--- src/hdl/hefp_pkg.sv ---
// ----------------------------------------------------------------------------
// Heater exchange frame parser package
// Shared types, protocol constants and the byte-wide CRC-16 update.
// ----------------------------------------------------------------------------
package hefp_pkg;

   // Frame layout.
   localparam logic [5:0] EXCHANGE_LEN = 6'd48;
   localparam logic [5:0] CAPTURE_START = 6'd2;
   localparam logic [5:0] CRC_SPAN = 6'd22;
   localparam logic [5:0] CRC1_HI_IDX = 6'd22;
   localparam logic [5:0] CRC1_LO_IDX = 6'd23;
   localparam logic [5:0] CRC2_SPAN_END = 6'd46;
   localparam logic [5:0] CRC2_HI_IDX = 6'd46;

   // Byte offsets of captured and checked bytes.
   localparam logic [5:0] OFS_SET_VALUE = 6'd4;
   localparam logic [5:0] OFS_HDR2 = 6'd24;
   localparam logic [5:0] OFS_SYNC2 = 6'd25;
   localparam logic [5:0] OFS_RUN_STATE = 6'd26;
   localparam logic [5:0] OFS_ACTIVE_ERR = 6'd27;
   localparam logic [5:0] OFS_FAN_HI = 6'd30;
   localparam logic [5:0] OFS_FAN_LO = 6'd31;
   localparam logic [5:0] OFS_CHAMBER_HI = 6'd34;
   localparam logic [5:0] OFS_CHAMBER_LO = 6'd35;
   localparam logic [5:0] OFS_PUMP = 6'd40;
   localparam logic [5:0] OFS_FAULT = 6'd41;
   localparam logic [5:0] OFS_FIXED_A = 6'd44;
   localparam logic [5:0] OFS_FIXED_B = 6'd45;

   // Byte values.
   localparam logic [7:0] HDR_CTRL = 8'h76;
   localparam logic [7:0] HDR_ALT = 8'h78;
   localparam logic [7:0] SYNC_BYTE = 8'h16;
   localparam logic [7:0] FIXED_A_VAL = 8'd100;
   localparam logic [7:0] FIXED_B_VAL = 8'd0;

   // Run state limits.
   localparam logic [7:0] RUN_STATE_MAX = 8'd8;
   localparam logic [3:0] POWER_ON_MIN = 4'd1;
   localparam logic [3:0] POWER_ON_MAX = 4'd5;

   // CRC-16 (Modbus) constants.
   localparam logic [15:0] CRC_INIT = 16'hFFFF;
   localparam logic [15:0] CRC_POLY = 16'hA001;

   // Configuration reset value.
   localparam logic [15:0] IDLE_GAP_RESET = 16'd100;

   // One received byte with its preceding idle time.
   typedef struct packed {
      logic [15:0] gap_ms;
      logic [7:0]  rx_byte;
   } item_type;

   // One result transaction.
   typedef struct packed {
      logic        exchange_valid;
      logic        exchange_rejected;
      logic        command_window;
      logic [7:0]  set_value;
      logic [3:0]  run_state;
      logic [7:0]  active_error;
      logic [7:0]  fault_code;
      logic        power_on;
      logic [7:0]  pump_rate;
      logic [15:0] blower_speed;
      logic [15:0] combustion_temp;
   } result_type;

   // Reflected CRC-16 update over one byte.
   function automatic logic [15:0] crc16_byte(input logic [15:0] crc, input logic [7:0] b);
      logic [15:0] c;
      c = crc ^ {8'h00, b};
      for (int k = 0; k < 8; k++) begin
         c = c[0] ? ((c >> 1) ^ CRC_POLY) : (c >> 1);
      end
      return c;
   endfunction

endpackage

--- src/hdl/hefp_in_reg.sv ---
// ----------------------------------------------------------------------------
// Input register
// Holds one accepted byte transaction until the parser core consumes it.
// ----------------------------------------------------------------------------
module hefp_in_reg import hefp_pkg::*; (
   input  logic     clock,
   input  logic     reset,
   input  logic     load,
   input  item_type load_item,
   input  logic     consume,
   output logic     item_valid,
   output item_type item
);

   logic     valid_ff;
   logic     valid_in;
   item_type item_ff;

   // A new transaction replaces the consumed one; otherwise a consume drains the slot.
   always_comb begin
      if (load) begin
         valid_in = 1'b1;
      end else if (consume) begin
         valid_in = 1'b0;
      end else begin
         valid_in = valid_ff;
      end
   end

   always_ff @(posedge clock) begin
      if (reset) begin
         valid_ff <= 1'b0;
      end else begin
         valid_ff <= valid_in;
      end
   end

   // Payload needs no reset.
   always_ff @(posedge clock) begin
      if (load) begin
         item_ff <= load_item;
      end
   end

   assign item_valid = valid_ff;
   assign item       = item_ff;

endmodule

--- src/hdl/hefp_core.sv ---
// ----------------------------------------------------------------------------
// Parser core
// Gap detection, command window count, header hunt, frame capture with CRC
// and fixed-byte checks, and telemetry extraction for one byte per cycle while step is high.
// ----------------------------------------------------------------------------
module hefp_core import hefp_pkg::*; (
   input  logic        clock,
   input  logic        reset,
   input  logic        csr_wr_en,
   input  logic [15:0] csr_wr_data,
   input  logic        step,
   input  item_type    item,
   output logic        has_result,
   output result_type  result
);

   // Configuration and control state.
   logic [15:0] idle_gap_ff;
   logic        header_seen_ff, header_seen_in;
   logic        capturing_ff, capturing_in;
   logic [5:0]  byte_index_ff, byte_index_in;
   logic [15:0] crc_ff, crc_in;
   logic        first_ok_ff, first_ok_in;
   logic        fixed_ok_ff, fixed_ok_in;
   logic [3:0]  held_state_ff, held_state_in;
   logic        win_open_ff, win_open_in;
   logic [5:0]  win_count_ff, win_count_in;

   // Captured telemetry bytes.
   logic [7:0]  set_ff, run_raw_ff, active_ff, fault_ff, pump_ff;
   logic [15:0] fan_ff, chamber_ff;

   logic [7:0]  b;
   logic        gap_hit;
   logic [5:0]  cap_idx;
   logic [5:0]  idx_next;
   logic [15:0] crc_from_reg;
   logic [15:0] crc_from_init;
   logic        win_hit;
   logic        done;
   logic        valid;

   assign b             = item.rx_byte;
   assign gap_hit       = item.gap_ms > idle_gap_ff;
   assign crc_from_reg  = crc16_byte(crc_ff, b);
   assign crc_from_init = crc16_byte(CRC_INIT, b);
   assign cap_idx       = (byte_index_ff < CAPTURE_START || byte_index_ff >= EXCHANGE_LEN) ?
                          CAPTURE_START : byte_index_ff;
   assign idx_next      = cap_idx + 6'd1;

   // Next-state logic for one byte.
   always_comb begin
      header_seen_in = header_seen_ff;
      capturing_in   = capturing_ff;
      byte_index_in  = byte_index_ff;
      crc_in         = crc_ff;
      first_ok_in    = first_ok_ff;
      fixed_ok_in    = fixed_ok_ff;
      held_state_in  = held_state_ff;
      win_open_in    = win_open_ff;
      win_count_in   = win_count_ff;
      win_hit        = 1'b0;
      done           = 1'b0;
      valid          = 1'b0;

      // A long idle gap drops any partial capture and opens the window.
      if (gap_hit) begin
         capturing_in   = 1'b0;
         header_seen_in = 1'b0;
         byte_index_in  = '0;
         win_open_in    = 1'b1;
         win_count_in   = '0;
      end

      // Count bytes since the gap; the 48th one closes the window.
      if (win_open_in) begin
         win_count_in = win_count_in + 6'd1;
         if (win_count_in == EXCHANGE_LEN) begin
            win_open_in  = 1'b0;
            win_count_in = '0;
            win_hit      = 1'b1;
         end
      end

      if (!capturing_in) begin
         // Header hunt.
         if (header_seen_in && b == SYNC_BYTE) begin
            crc_in         = crc_from_reg;
            byte_index_in  = CAPTURE_START;
            capturing_in   = 1'b1;
            header_seen_in = 1'b0;
            first_ok_in    = 1'b0;
            fixed_ok_in    = 1'b1;
         end else if (b == HDR_CTRL || b == HDR_ALT) begin
            crc_in         = crc_from_init;
            header_seen_in = 1'b1;
         end else begin
            header_seen_in = 1'b0;
         end
      end else begin
         // CRC accumulation and trailer checks for both halves.
         if (cap_idx < CRC_SPAN) begin
            crc_in = crc_from_reg;
         end else if (cap_idx == CRC1_HI_IDX) begin
            first_ok_in = (b == crc_ff[15:8]);
         end else if (cap_idx == CRC1_LO_IDX) begin
            first_ok_in = first_ok_ff && (b == crc_ff[7:0]);
            crc_in      = CRC_INIT;
         end else if (cap_idx < CRC2_SPAN_END) begin
            crc_in = crc_from_reg;
         end else if (cap_idx == CRC2_HI_IDX) begin
            if (b != crc_ff[15:8]) begin
               fixed_ok_in = 1'b0;
            end
         end else begin
            if (b != crc_ff[7:0]) begin
               fixed_ok_in = 1'b0;
            end
         end

         // Fixed-byte checks.
         case (cap_idx)
            OFS_HDR2: begin
               if (b != HDR_CTRL) fixed_ok_in = 1'b0;
            end
            OFS_SYNC2: begin
               if (b != SYNC_BYTE) fixed_ok_in = 1'b0;
            end
            OFS_FIXED_A: begin
               if (b != FIXED_A_VAL) fixed_ok_in = 1'b0;
            end
            OFS_FIXED_B: begin
               if (b != FIXED_B_VAL) fixed_ok_in = 1'b0;
            end
            default: begin
            end
         endcase

         // End of the exchange.
         byte_index_in = idx_next;
         if (idx_next == EXCHANGE_LEN) begin
            capturing_in   = 1'b0;
            byte_index_in  = '0;
            header_seen_in = 1'b0;
            done           = 1'b1;
            valid          = first_ok_in && fixed_ok_in;
            if (valid && run_raw_ff <= RUN_STATE_MAX) begin
               held_state_in = run_raw_ff[3:0];
            end
         end
      end
   end

   // Control state and configuration register.
   always_ff @(posedge clock) begin
      if (reset) begin
         idle_gap_ff    <= IDLE_GAP_RESET;
         header_seen_ff <= 1'b0;
         capturing_ff   <= 1'b0;
         byte_index_ff  <= '0;
         crc_ff         <= CRC_INIT;
         first_ok_ff    <= 1'b0;
         fixed_ok_ff    <= 1'b0;
         held_state_ff  <= '0;
         win_open_ff    <= 1'b0;
         win_count_ff   <= '0;
      end else begin
         if (csr_wr_en) begin
            idle_gap_ff <= csr_wr_data;
         end
         if (step) begin
            header_seen_ff <= header_seen_in;
            capturing_ff   <= capturing_in;
            byte_index_ff  <= byte_index_in;
            crc_ff         <= crc_in;
            first_ok_ff    <= first_ok_in;
            fixed_ok_ff    <= fixed_ok_in;
            held_state_ff  <= held_state_in;
            win_open_ff    <= win_open_in;
            win_count_ff   <= win_count_in;
         end
      end
   end

   // Telemetry capture at fixed offsets; read only after a full valid frame.
   always_ff @(posedge clock) begin
      if (step && capturing_ff && !gap_hit) begin
         case (cap_idx)
            OFS_SET_VALUE:  set_ff            <= b;
            OFS_RUN_STATE:  run_raw_ff        <= b;
            OFS_ACTIVE_ERR: active_ff         <= b;
            OFS_FAN_HI:     fan_ff[15:8]      <= b;
            OFS_FAN_LO:     fan_ff[7:0]       <= b;
            OFS_CHAMBER_HI: chamber_ff[15:8]  <= b;
            OFS_CHAMBER_LO: chamber_ff[7:0]   <= b;
            OFS_PUMP:       pump_ff           <= b;
            OFS_FAULT:      fault_ff          <= b;
            default: begin
            end
         endcase
      end
   end

   // Result assembly; telemetry reads as zero unless the frame is valid.
   always_comb begin
      has_result               = done || win_hit;
      result.exchange_valid    = valid;
      result.exchange_rejected = done && !valid;
      result.command_window    = win_hit;
      result.run_state         = held_state_in;
      result.power_on          = (held_state_in >= POWER_ON_MIN) &&
                                 (held_state_in <= POWER_ON_MAX);
      result.set_value         = valid ? set_ff : 8'h00;
      result.active_error      = valid ? active_ff : 8'h00;
      result.fault_code        = valid ? fault_ff : 8'h00;
      result.pump_rate         = valid ? pump_ff : 8'h00;
      result.blower_speed      = valid ? fan_ff : 16'h0000;
      result.combustion_temp   = valid ? chamber_ff : 16'h0000;
   end

endmodule

--- src/hdl/hefp_out_reg.sv ---
// ----------------------------------------------------------------------------
// Result register
// Holds one result transaction until the downstream side takes it.
// ----------------------------------------------------------------------------
module hefp_out_reg import hefp_pkg::*; (
   input  logic       clock,
   input  logic       reset,
   input  logic       load,
   input  result_type load_result,
   input  logic       taken,
   output logic       result_valid,
   output result_type result
);

   logic       valid_ff;
   logic       valid_in;
   result_type result_ff;

   // A new result wins over a drain in the same cycle.
   always_comb begin
      if (load) begin
         valid_in = 1'b1;
      end else if (taken) begin
         valid_in = 1'b0;
      end else begin
         valid_in = valid_ff;
      end
   end

   always_ff @(posedge clock) begin
      if (reset) begin
         valid_ff <= 1'b0;
      end else begin
         valid_ff <= valid_in;
      end
   end

   always_ff @(posedge clock) begin
      if (load) begin
         result_ff <= load_result;
      end
   end

   assign result_valid = valid_ff;
   assign result       = result_ff;

endmodule

--- src/hdl/heater_exchange_frame_parser_unit.sv ---
// A byte is registered in the input register and its result, if any, in the result register.
// Throughput: one byte per cycle unless a result waits on the output; the CRC-16 update sets the path.
// A byte that causes no result passes through the core without occupying the output.
// Reset (synchronous, active high) clears hunt, capture and window state, sets the
// idle gap threshold to 100 ms and the held run state to off; captured telemetry
// bytes are not reset.
// ----------------------------------------------------------------------------
// Heater exchange frame parser
// Parses 48-byte heater exchanges from a byte stream and reports telemetry.
// ----------------------------------------------------------------------------
module heater_exchange_frame_parser_unit import hefp_pkg::*; (
   input  logic        clock,
   input  logic        reset,
   // Configuration write port: idle_gap_ms
   input  logic        csr_wr_en,
   input  logic [15:0] csr_wr_data,
   // Byte channel
   input  logic        req_tvalid,
   output logic        req_tready,
   input  logic [23:0] req_tdata,   // rx_byte[7:0], gap_ms[23:8]
   // Result channel
   output logic        rsp_tvalid,
   input  logic        rsp_tready,
   output logic [71:0] rsp_tdata,   // set_value[7:0], run_state[11:8], active_error[19:12],
                                    // fault_code[27:20], power_on[28], pump_rate[36:29],
                                    // blower_speed[52:37], combustion_temp[68:53],
                                    // zero[71:69]
   output logic [2:0]  rsp_tuser    // exchange_valid[0], exchange_rejected[1],
                                    // command_window[2]
);

   item_type   req_item;
   item_type   cur_item;
   logic       cur_valid;
   logic       core_has_result;
   result_type core_result;
   result_type rsp_result;
   logic       out_free;
   logic       step;
   logic       req_fire;

   assign req_item.rx_byte = req_tdata[7:0];
   assign req_item.gap_ms  = req_tdata[23:8];

   // Handshake: the core steps when its result, if any, has room.
   assign out_free   = !rsp_tvalid || rsp_tready;
   assign step       = cur_valid && (!core_has_result || out_free);
   assign req_tready = !cur_valid || step;
   assign req_fire   = req_tvalid && req_tready;

   hefp_in_reg u_in_reg (
      .clock      (clock),
      .reset      (reset),
      .load       (req_fire),
      .load_item  (req_item),
      .consume    (step),
      .item_valid (cur_valid),
      .item       (cur_item)
   );

   hefp_core u_core (
      .clock       (clock),
      .reset       (reset),
      .csr_wr_en   (csr_wr_en),
      .csr_wr_data (csr_wr_data),
      .step        (step),
      .item        (cur_item),
      .has_result  (core_has_result),
      .result      (core_result)
   );

   hefp_out_reg u_out_reg (
      .clock        (clock),
      .reset        (reset),
      .load         (step && core_has_result),
      .load_result  (core_result),
      .taken        (rsp_tready),
      .result_valid (rsp_tvalid),
      .result       (rsp_result)
   );

   // Output packing.
   assign rsp_tuser = {rsp_result.command_window, rsp_result.exchange_rejected,
                       rsp_result.exchange_valid};
   assign rsp_tdata = {3'b000, rsp_result.combustion_temp, rsp_result.blower_speed,
                       rsp_result.pump_rate, rsp_result.power_on, rsp_result.fault_code,
                       rsp_result.active_error, rsp_result.run_state, rsp_result.set_value};

   // Every result transaction carries at least one reason.
   a_result_has_reason: assert property (@(posedge clock) disable iff (reset)
      rsp_tvalid |-> (rsp_tuser != 3'b000))
      else $error("result transaction without a flag");

   // Valid and rejected never appear together.
   a_valid_rejected_excl: assert property (@(posedge clock) disable iff (reset)
      rsp_tvalid |-> !(rsp_tuser[0] && rsp_tuser[1]))
      else $error("exchange both valid and rejected");

   // A core step with a result shows up on the result channel next cycle.
   a_step_to_output: assert property (@(posedge clock) disable iff (reset)
      (step && core_has_result) |=> rsp_tvalid)
      else $error("result lost between core and output register");

   // Telemetry is zero unless the exchange is valid; run state and power flag always report.
   a_zero_telemetry: assert property (@(posedge clock) disable iff (reset)
      (rsp_tvalid && !rsp_tuser[0]) |-> (rsp_tdata[7:0] == 8'h00 &&
                                         rsp_tdata[27:12] == 16'd0 &&
                                         rsp_tdata[68:29] == 40'd0))
      else $error("telemetry present on a non-valid result");

endmodule

--- config.mk ---
export PLATFORM = sky130hd
export DESIGN_NAME = heater_exchange_frame_parser_unit
export DESIGN_NICKNAME = d
export VERILOG_FILES = /design/src/hdl/hefp_pkg.sv /design/src/hdl/hefp_in_reg.sv /design/src/hdl/hefp_core.sv /design/src/hdl/hefp_out_reg.sv /design/src/hdl/heater_exchange_frame_parser_unit.sv
export SDC_FILE = /design/constraint.sdc
export NUM_CORES = 1
export LEC_CHECK = 0
export BUFFER_PORTS_ARGS = -buffer_cell sky130_fd_sc_hd__buf_2
export CORE_ASPECT_RATIO = 0.75
export CORE_MARGIN = 2
export CORE_UTILIZATION = 58
export DETAILED_ROUTE_END_ITERATION = 6
export HOLD_SLACK_MARGIN = 0.03
export PLACE_DENSITY = 0.86
export SLEW_MARGIN = 20
export SYNTH_ARGS = -nofsm -noshare
export SYNTH_HDL_FRONTEND = slang
export SYNTH_HIERARCHICAL = 1
export SYNTH_SLANG_ARGS = --single-unit
--- constraint.sdc ---
create_clock -name clock -period 7.8 [get_ports clock]
set_input_delay 0.78 -clock clock [delete_from_list [all_inputs] [get_ports clock]]
set_output_delay 0.78 -clock clock [all_outputs]
set_load 0.02 [all_outputs]
==> results of run 1 <==
[flip-flops by register name, indices dropped and copies added, names as in the netlist, 4 cells and up]
| register | flops |
|---|---|
| u_core/fault_ff | 8 |
| u_out_reg/result | 72 |
| u_core/set_ff | 8 |
| u_in_reg/item | 24 |
| u_core/crc_ff | 16 |
| u_core/fan_ff | 16 |
| u_core/idle_gap_ff | 16 |
| u_core/byte_index_ff | 6 |
| u_core/chamber_ff | 16 |
| u_core/run_raw_ff | 8 |
| u_core/pump_ff | 8 |
| u_core/win_count_ff | 6 |
| u_core/active_ff | 8 |
| u_core/held_state_ff | 4 |
[synthesized netlist by cell type (3+ instances only)]
library cell	count	area, um2
a22oi_1	5	37.54
nor3_1	9	45.04
o22ai_1	7	43.79
o31a_1	3	26.28
mux2_2	5	56.30
inv_1	36	135.1
buf_4	12	90.09
clkbuf_1	15	56.30
or3_1	3	18.77
nand2_1	49	183.9
o21ai_0	17	85.08
xnor2_1	22	192.7
nor2_1	40	150.1
nor4_1	10	62.56
a21o_1	6	45.04
ha_1	35	437.9
nor2b_1	5	31.28
buf_2	5	25.02
a21boi_0	3	22.52
or2_2	3	18.77
a31oi_1	5	31.28
nand3_1	11	55.05
xor2_1	21	183.9
a2111oi_0	3	26.28
nand2b_1	8	50.05
o21a_1	3	22.52
and3_1	3	18.77
edfxtp_1	168	5045
dfxtp_1	55	1101
o211ai_1	4	30.03
nand4_1	8	50.05
mux2i_1	21	210.2
o32a_1	5	50.05
a21oi_1	20	100.1
and2_1	76	475.5
[routing by layer]
metal / wire [um] / share of wire, % / global-route usage, %
met5: 0 / 0 / 0
met4: 274 / 1.4 / 4.259
met3: 1367 / 7.1 / 3.927
met2: 8890 / 46 / 36.50
met1: 8733 / 45 / 32.25
[final timing paths]
check / from / cells past startpoint / to
max reg2reg: u_core/byte_index_ff[4] / 16 / u_core/crc_ff[6]
min: req_tdata[17] / 1 / u_in_reg/item[17]
max: u_core/byte_index_ff[4] / 11 / req_tready
min reg2reg: u_core/held_state_ff[0] / 2 / u_core/held_state_ff[0]
[final cells by class]
cell class,count,area share (%)
clock buffers,26,4.987
inverters,36,1.216
well taps,210,2.364
multi-input cells,455,28.80
repair buffers,125,5.786
clock inverters,11,1.554
flip-flops and latches,223,55.30
[cell families (layout without fill, tap and decap cells)]
| family | Yosys count | after routing | share of synthesized area [%] |
|---|---|---|---|
| compound gates | 106 | 106 | 7.638 |
| buf+inv | 70 | 198 | 3.260 |
| other cells | 1 | 3 | 0.03893 |
| mux | 26 | 26 | 2.767 |
| xor+xnor | 43 | 43 | 3.910 |
| flops | 223 | 223 | 63.80 |
| fa+ha+maj | 35 | 35 | 4.546 |
| simple gates | 242 | 242 | 14.04 |
[report_power, final]
part / leakage [nW] / switching (mW) / total (mW) / internal, mW
sequential: 1.83 / 0.0230 / 1.31 / 1.29
clock: 0.359 / 0.425 / 1.07 / 0.645
combinational: 1.68 / 0.0851 / 0.144 / 0.0590
[through the flow]
| stage | hold WS (ps) | cell area (um2) | power, mW |
|---|---|---|---|
| 6_report | 461.7 | 11110 | 2.526 |
| 5_1_grt | 450.2 | 11110 | 2.606 |
| 4_1_cts | 448.8 | 11100 | 2.540 |
| 3_5_place_dp | 466.3 | 10380 | 1.479 |
| 3_3_place_gp | 462.4 | 10380 | 1.474 |
| 2_1_floorplan | 445.2 | 9641 | 1.430 |
[worst max-delay path: stages (launching register included)]
cell and delay (ps):
dfxtp_1 450, or3_1 430, o311ai_0 720, inv_1 210, ha_1 320, xnor2_1 190
nand2b_1 70, or4b_4 560, or3b_4 430, o21ai_0 140, nand4b_1 220, buf_2 220
==> impl_metrics.env, run 1 <==
export IMPL_ys_seq_elements=223
export IMPL_cts_root_buf="clkbuf_16"
export IMPL_rsz0062_at_grt="false"
export IMPL_grt_pass1_vias=5878
export IMPL_tritoncts="yes"
export IMPL_cts_resized_gates=0
export IMPL_grt_overflow=0
export IMPL_slew_violations=0
export IMPL_dp_cells=1049
export IMPL_drc=0
export IMPL_crit_arrival_ps=4450
export IMPL_yosys_warnings=6
export IMPL_core_area_mm2=0.01612
export IMPL_tightest_slew_ps=1069
export IMPL_viasPerCell=5.605
export IMPL_hpwlAfterDp_um=12430
export IMPL_syn_cell_area_mm2=0.009633
export IMPL_path_clk_slew_ps=60
export IMPL_vias=6087
export IMPL_wl_per_cell_um=17.74
export IMPL_synth_cell_types=69
export IMPL_ir_worst_vdd_uv=177.5
export IMPL_nNetsFinal=942
export IMPL_setup_tns_ps=0
export IMPL_cts_path_max_buffers=3
export IMPL_drive_gt1_share_pct=20.89
export IMPL_fillers=1100
export IMPL_outcome="finished clean"
export IMPL_synth_edff_count=168
export IMPL_io_buffers=118
export IMPL_drt_iter0_drc=436
export IMPL_postRouteAntennaNets=0
export IMPL_setup_violations=0
export IMPL_crit_type="flip-flop to output pin"
export IMPL_hp_class="input pin to flip-flop"
export IMPL_fin_cells=1086
export IMPL_cts_made_buffers=21
export IMPL_post_place_ws_ps=2955
export IMPL_ff_latch_area_mm2=0.006146
export IMPL_finalWeightedCongestion=0.9379
export IMPL_syn2layout_area_growth_pct=15.38
export IMPL_io_pins=122
export IMPL_avgSynthCellArea_um2=12.91
export IMPL_endpoint_kind="output pin"
export IMPL_htree_levels=1
export IMPL_rrSetupSlack_ps=2810
export IMPL_async_flop_share_pct=0
export IMPL_drv_cap=0
export IMPL_synth_top_flop_cell="edfxtp_1"
export IMPL_die_h_um=115.6
export IMPL_start_util_pct=59.77
export IMPL_diodes=0
export IMPL_fin_util_pct=68.97
export IMPL_die_area_mm2=0.01767
export IMPL_synth_cells=746
export IMPL_clock_latency_ps=500
export IMPL_p_leak_nw=3.863
export IMPL_cts_setup_buffers=0
export IMPL_firstDrtPassIters=5
export IMPL_fmax_mhz=191.1
export IMPL_p_per_area_mw_per_mm2=227.2
export IMPL_yosysSeqAreaShare_pct=63.80
export IMPL_multiInputGateArea_mm2=0.003201
export IMPL_grt_total_usage_pct=22.31
export IMPL_cts_hold_buffers_added=0
export IMPL_startpoint_type="flip-flop"
export IMPL_min_period_ps=5233
export IMPL_final_cell_mix="168 x edfxtp_1, 118 x buf_2, 76 x and2_1"
export IMPL_final_setup_worst_slack_ps=2567
export IMPL_antenna_found_initial=0
export IMPL_worstPathMaxFanout=13
export IMPL_dieWidth_um=152.8
export IMPL_grt_pass1_wl_um=31180
export IMPL_cts_num_sinks=223
export IMPL_hold_violations=0
export IMPL_core_rowCount=40
export IMPL_wl_um=19270
export IMPL_grt_max_degree=74
export IMPL_post_route_period_util_pct=67.09
export IMPL_maxSlewHeadroom_pct=28.38
export IMPL_finClkSkew_ps=9.842
export IMPL_worst_ep_required_time_ps=7020
export IMPL_layout_commonest_cell="edfxtp_1"
(Power assumes the default switching activity.)
==> run 2, diff against run 1 <==
--- a/config.mk
+++ b/config.mk
@@ -5,6 +5,7 @@
 export SDC_FILE = /design/constraint.sdc
 export NUM_CORES = 1
 export LEC_CHECK = 0
+export ABC_AREA = 1
 export BUFFER_PORTS_ARGS = -buffer_cell sky130_fd_sc_hd__buf_2
 export CORE_ASPECT_RATIO = 0.75
 export CORE_MARGIN = 2
==> constraint.sdc (replaced) <==
create_clock -name clock -period 5.2 [get_ports clock]
set_input_delay 0.52 -clock clock [delete_from_list [all_inputs] [get_ports clock]]
set_output_delay 0.52 -clock clock [all_outputs]
set_load 0.02 [all_outputs]
==> run 2 against run 1 <==
Compared with the run above:
- clock power grew 48%
- sequential cell count is the same
- sequential power grew 51%
- design area increased by 1.6%
- non-clock buffer count did not move
- first-iteration DRC count increased by 69%
- hold slack worse by 280 ps
- critical path type is now flip-flop to flip-flop
- largest cell class unchanged
==> impl_metrics.env, run 2 <==
export IMPL_wl_um=21790
export IMPL_clock_latency_ps=510
export IMPL_vias=7151
export IMPL_fmax_mhz=204.4
export IMPL_dieWidth_um=153.7
export IMPL_synth_top_family_by_area="simple AND/OR/NAND/NOR gates"
export IMPL_tritoncts="yes"
export IMPL_grt_overflow=0
export IMPL_outcome="finished clean"
export IMPL_final_area_mm2=0.01129
export IMPL_io_pins=122
export IMPL_diodes=0
export IMPL_antenna_found_initial=0
export IMPL_synth_simple_area_share_pct=15.20
export IMPL_core_area_mm2=0.01662
export IMPL_setup_tns_ps=0
export IMPL_hp_class="input pin to flip-flop"
export IMPL_drt_iter0_drc=739
export IMPL_drc=0
export IMPL_finClkSkew_ps=18.23
export IMPL_place_area_mm2=0.01056
export IMPL_synth_top_area_cell="edfxtp_1"
export IMPL_core_rowCount=41
export IMPL_grt_total_usage_pct=24.09
export IMPL_grt_pass1_wl_um=34070
export IMPL_synth_most_common_cell="edfxtp_1"
export IMPL_grt_max_degree=65
export IMPL_post_route_period_util_pct=94.09
export IMPL_firstDrtPassIters=5
export IMPL_final_cell_mix="168 x edfxtp_1, 147 x inv_1, 131 x nand2_1"
export IMPL_fin_util_pct=67.95
export IMPL_path_clk_slew_ps=60
export IMPL_drive_gt1_share_pct=17.96
export IMPL_synth_compound_area_share_pct=7.170
export IMPL_synth_top_flop_cell="edfxtp_1"
export IMPL_crit_arrival_ps=5040
export IMPL_synthAdderAreaFrac_pct=4.489
export IMPL_hold_violations=0
export IMPL_htree_levels=1
export IMPL_yosysSeqAreaShare_pct=63.01
export IMPL_p_leak_nw=4.639
export IMPL_io_buffers=118
export IMPL_die_area_mm2=0.01788
export IMPL_cts_hold_buffers_added=0
export IMPL_die_h_um=116.3
export IMPL_muxShareOfSynthArea_pct=0
export IMPL_crit_type="flip-flop to flip-flop"
export IMPL_tightest_slew_ps=1074
export IMPL_synth_cells=939
export IMPL_async_flop_share_pct=0
export IMPL_wl_per_cell_um=16.82
export IMPL_min_period_ps=4893
export IMPL_postRouteAntennaNets=0
export IMPL_yosys_area_top_type_share_pct=51.72
export IMPL_yosys_warnings=6
export IMPL_holdWs_ps=183.0
export IMPL_rsz0062_at_grt="true"
export IMPL_cts_made_buffers=22
export IMPL_cts_root_buf="clkbuf_16"
export IMPL_grt_pass1_vias=6732
export IMPL_synth_cell_types=47
export IMPL_endpoint_kind="flip-flop"
export IMPL_syn2layout_area_growth_pct=15.78
export IMPL_start_util_pct=58.69
export IMPL_worstPathMaxFanout=14
export IMPL_nNetsFinal=1144
export IMPL_finalWeightedCongestion=0.9325
export IMPL_cts_num_sinks=223
export IMPL_viasPerCell=5.522
export IMPL_largest_reg_flops=72
export IMPL_layout_commonest_cell="edfxtp_1"
export IMPL_worst_ep_required_time_ps=5340
export IMPL_drv_cap=0
export IMPL_fillers=1147
export IMPL_ir_worst_vdd_uv=262.9
export IMPL_avgSynthCellArea_um2=10.39
export IMPL_hpwlAfterDp_um=14390
export IMPL_synth_commonest_cells="168 x edfxtp_1, 148 x inv_1, 131 x nand2_1, 115 x nor2_1, 57 x a21oi_1"
export IMPL_ys_seq_elements=223
export IMPL_synth_edff_count=168
export IMPL_p_per_area_mw_per_mm2=338.2
export IMPL_synth_xor_area_share_pct=2.681
export IMPL_startpoint_type="flip-flop"
export IMPL_slew_violations=0
export IMPL_synth_area_top_cells="edfxtp_1 52%, dfxtp_1 11%, inv_1 5.7%"
export IMPL_maxSlewHeadroom_pct=28.34
export IMPL_cts_path_max_buffers=3
export IMPL_syn_cell_area_mm2=0.009754
export IMPL_setup_violations=0
run 2: cell count changes after synthesis, sizes merged, moves of 38 or more:
cell   change
a21oi     +38
and2      -74
inv      +122
nand2     +91
nor2      +79
o21ai     +42
run 2: area by class of cell:
cell class	count	area (um2)	share of cell area, %
sequential	223	6146	54.42
multi-input combinational	534	2900	25.68
timing repair buffer	125	655.6	5.805
clock buffer	31	624.3	5.528
inverter	158	593.1	5.252
tap	215	269.0	2.382
clock inverter	9	105.1	0.9306
run 2: worst paths after layout:
kind	startpoint	to	slack (ps)	cells after the start
max	u_in_reg/item[18]	u_core/chamber_ff[14]	310	21
min	req_tdata[18]	u_in_reg/item[18]	180	1
max reg2reg	u_in_reg/item[18]	u_core/chamber_ff[14]	310	21
min reg2reg	u_core/idle_gap_ff[13]	u_core/idle_gap_ff[13]	460	2
run 2: worst max-delay path, cell delays in order, from the launching register on:
cell and delay (ps):
edfxtp_1 370, ha_1 320, nand4_1 120, nor3_1 320
nand3_1 120, nand2_1 400, inv_1 190, nor2_1 140
ha_1 180, nand2_1 60, inv_1 70, nand4_1 120
nand2_1 110, nor2_1 50, nand2_1 120, o21ai_0 160
nand3_1 140, and2_1 150, inv_1 190, nor2_1 410
nand2_1 220, nor2_1 560
run 2: metrics by stage:
stage               power (mW)  std cells  worst slack (ps)
floorplan                2.180        941             791.4
global placement         2.254       1255             714.9
detailed placement       2.265       1255             464.4
CTS                      3.817       1295             449.7
global route             3.938       1295            -24.23
finish                   3.819       1295             307.4
run 2: what timing repair did:
item / CTS / global route
setup buffers: 0 / 0
setup endpoints to repair: 0 / 24
resized for setup: 0 / 3
run 2: cell families after synthesis:
group | count (synthesis)
AO/OA/AOI/OAI | 131
flip-flops | 223
AND/OR/NAND/NOR | 336
buffers and inverters | 184
other | 1
adder cells (fa/ha/maj) | 35
XOR/XNOR | 29
run 2: report_power, final:
group          leakage [nW]  switching [mW]  internal [mW]
Combinational          2.45           0.165         0.0918
Sequential             1.84          0.0421           1.94
Clock                 0.354           0.640          0.938
Total                  4.64           0.847           2.97
run 2: per-layer routing:
| metal | global-route usage (%) | wire length [um] | share of wire (%) |
|---|---|---|---|
| met1 | 31.80 | 8756 | 40 |
| met2 | 41.01 | 10460 | 48 |
| met3 | 4.119 | 1861 | 8.5 |
| met4 | 8.685 | 708 | 3.2 |
| met5 | 0 | 0 | 0 |
==> run 3, diff against run 2 <==
--- a/config.mk
+++ b/config.mk
@@ -8,7 +8,6 @@
 export ABC_AREA = 1
 export BUFFER_PORTS_ARGS = -buffer_cell sky130_fd_sc_hd__buf_2
 export CORE_ASPECT_RATIO = 0.75
-export CORE_MARGIN = 2
 export CORE_UTILIZATION = 58
 export DETAILED_ROUTE_END_ITERATION = 6
 export HOLD_SLACK_MARGIN = 0.03
==> run 3 against run 2 <==
Compared with the run above:
- cell count decreased by 0.54%
- combinational power decreased by 2%
- critical endpoint is now u_core/chamber_ff[15]
- via count decreased by 1.6%
- global-route usage increased by 1.3 points
- register-to-register slack improved by 220 ps
- sequential power about the same
- wire length decreased by 0.65%
- worst setup slack improved by 220 ps
==> impl_metrics.env, run 3 (synthesis gave the netlist of run 2 again) <==
export IMPL_dieWidth_um=151.7
export IMPL_crit_type="flip-flop to flip-flop"
export IMPL_drive_gt1_share_pct=18.09
export IMPL_grt_overflow=0
export IMPL_layout_commonest_cell="edfxtp_1"
export IMPL_final_cell_mix="168 x edfxtp_1, 147 x inv_1, 131 x nand2_1"
export IMPL_final_area_mm2=0.01125
export IMPL_ir_worst_vdd_uv=240.2
export IMPL_vias=7040
export IMPL_nNetsFinal=1143
export IMPL_cts_root_buf="clkbuf_16"
export IMPL_setup_violations=0
export IMPL_hold_violations=0
export IMPL_cts_made_buffers=21
export IMPL_setup_tns_ps=0
export IMPL_io_buffers=118
export IMPL_finalPower_mw=3.764
export IMPL_fin_cells=1288
export IMPL_grt_max_degree=65
export IMPL_place_area_mm2=0.01056
export IMPL_start_util_pct=60.15
export IMPL_tritoncts="yes"
export IMPL_dp_cells=1250
export IMPL_firstDrtPassIters=6
export IMPL_cts_path_max_buffers=3
export IMPL_grt_pass1_wl_um=33660
export IMPL_syn2layout_area_growth_pct=15.35
export IMPL_r2r_worst_path_cells=21
export IMPL_p_clk_share_pct=40.6
export IMPL_outcome="finished clean"
export IMPL_cts_resized_gates=0
export IMPL_slew_violations=0
export IMPL_hp_start="req_tdata[18]"
export IMPL_wl_per_cell_um=16.80
export IMPL_wl_um=21640
export IMPL_p_per_area_mw_per_mm2=334.5
export IMPL_grt_pass1_vias=6697
export IMPL_finClkSkew_ps=15.07
export IMPL_multiInputGateArea_mm2=0.002903
export IMPL_power_switching_uw=853.5
export IMPL_switching_share_pct=22.67
export IMPL_finalWeightedCongestion=0.9494
export IMPL_internal_power_mw=2.910
export IMPL_postRouteAntennaNets=0
export IMPL_grt_total_usage_pct=25.39
export IMPL_path_clk_slew_ps=70
export IMPL_cts_num_sinks=223
export IMPL_holdPathStages=1
export IMPL_hpwlAfterDp_um=13990
export IMPL_worst_ep_required_time_ps=5330
export IMPL_startpoint_type="flip-flop"
export IMPL_largest_reg_flops=72
export IMPL_io_pins=122
export IMPL_crit_arrival_ps=4810
export IMPL_endpoint_kind="flip-flop"
export IMPL_worstPathMaxFanout=14
export IMPL_die_area_mm2=0.01735
export IMPL_ff_latch_area_mm2=0.006146
export IMPL_drc=0
export IMPL_die_h_um=114.3
export IMPL_min_period_ps=4673
export IMPL_tightest_slew_ps=1043
export IMPL_p_comb_share_pct=6.7
export IMPL_core_area_mm2=0.01622
export IMPL_antenna_found_initial=0
export IMPL_cts_setup_buffers=0
export IMPL_worst_r2r_endpoint="u_core/chamber_ff[15]"
export IMPL_hp_class="input pin to flip-flop"
export IMPL_viasPerCell=5.466
export IMPL_cts_hold_buffers_added=0
export IMPL_clock_latency_ps=510
export IMPL_maxSlewHeadroom_pct=30.40
export IMPL_seq_power_share_pct=52.7
export IMPL_post_route_period_util_pct=89.87
export IMPL_rrSetupSlack_ps=530
export IMPL_htree_levels=1
export IMPL_drt_iter0_drc=651
export IMPL_drv_cap=0
export IMPL_fillers=1101
export IMPL_r2r_start="u_in_reg/item[21]"
export IMPL_rsz0062_at_grt="false"
export IMPL_hold_path_end="u_in_reg/item[18]"
export IMPL_core_rowCount=40
export IMPL_diodes=0
export IMPL_fmax_mhz=214.0
export IMPL_p_leak_nw=4.618
run 3: worst max-delay path by stage:
stage                                  from                     to  slack (ps)  cells after the start
after global routing      u_in_reg/item[21]      u_core/pump_ff[6]          20                     21
after global placement    u_in_reg/item[23]       u_core/fan_ff[2]         670                     21
after CTS                 u_in_reg/item[21]       u_core/fan_ff[1]         410                     21
final                     u_in_reg/item[21]  u_core/chamber_ff[15]         530                     21
after floorplan           u_in_reg/item[15]   u_core/chamber_ff[0]         790                     25
after detailed placement  u_in_reg/item[19]       u_core/fan_ff[2]         450                     21
run 3: layout make-up:
type / count / share of cell area, %
multi-input cells: 534 / 25.80
clock inverters: 10 / 0.9563
clock buffers: 28 / 5.082
well taps: 210 / 2.335
repair buffers: 125 / 5.938
flip-flops and latches: 223 / 54.62
inverters: 158 / 5.271
run 3: stage by stage:
step	util (%)	worst slack [ps]	hold slack, ps
3_5_place_dp	65.14	452.2	454.9
3_3_place_gp	65.14	672.6	448.6
6_report	69.39	526.7	185.2
5_1_grt	69.39	20.85	169.0
4_1_cts	69.33	410.3	174.7
2_1_floorplan	-	791.4	432.5
run 3: power by group through the flow:
stage / clock network [mW] / registers (mW) / logic [mW]
2_1_floorplan: 0 / 2.00 / 0.179
3_3_place_gp: 0 / 2.02 / 0.235
3_5_place_dp: 0 / 2.02 / 0.243
4_1_cts: 1.54 / 1.98 / 0.248
5_1_grt: 1.61 / 1.99 / 0.285
6_report: 1.53 / 1.98 / 0.253
run 3: critical path: stages, from the launching register on:
cell and delay (ps):
edfxtp_1 390, ha_1 320, nand2_1 100, nor3_1 350, nand3_1 120, nand2_1 390, inv_1 170, nor2_1 120
ha_1 170, nand2_1 60, inv_1 70, nand4_1 110, nand2_1 110, nor2_1 40, nand2_1 120, o21ai_0 160
nand3_1 140, and2_1 140, inv_1 180, nor2_2 340, nand2_1 170, nor2_1 520
run 3: metal layers:
metal	part of all wire [%]	GRT usage, %
met1	41	33.97
met2	47	41.64
met3	9.1	5.339
met4	2.7	7.789
met5	0	0
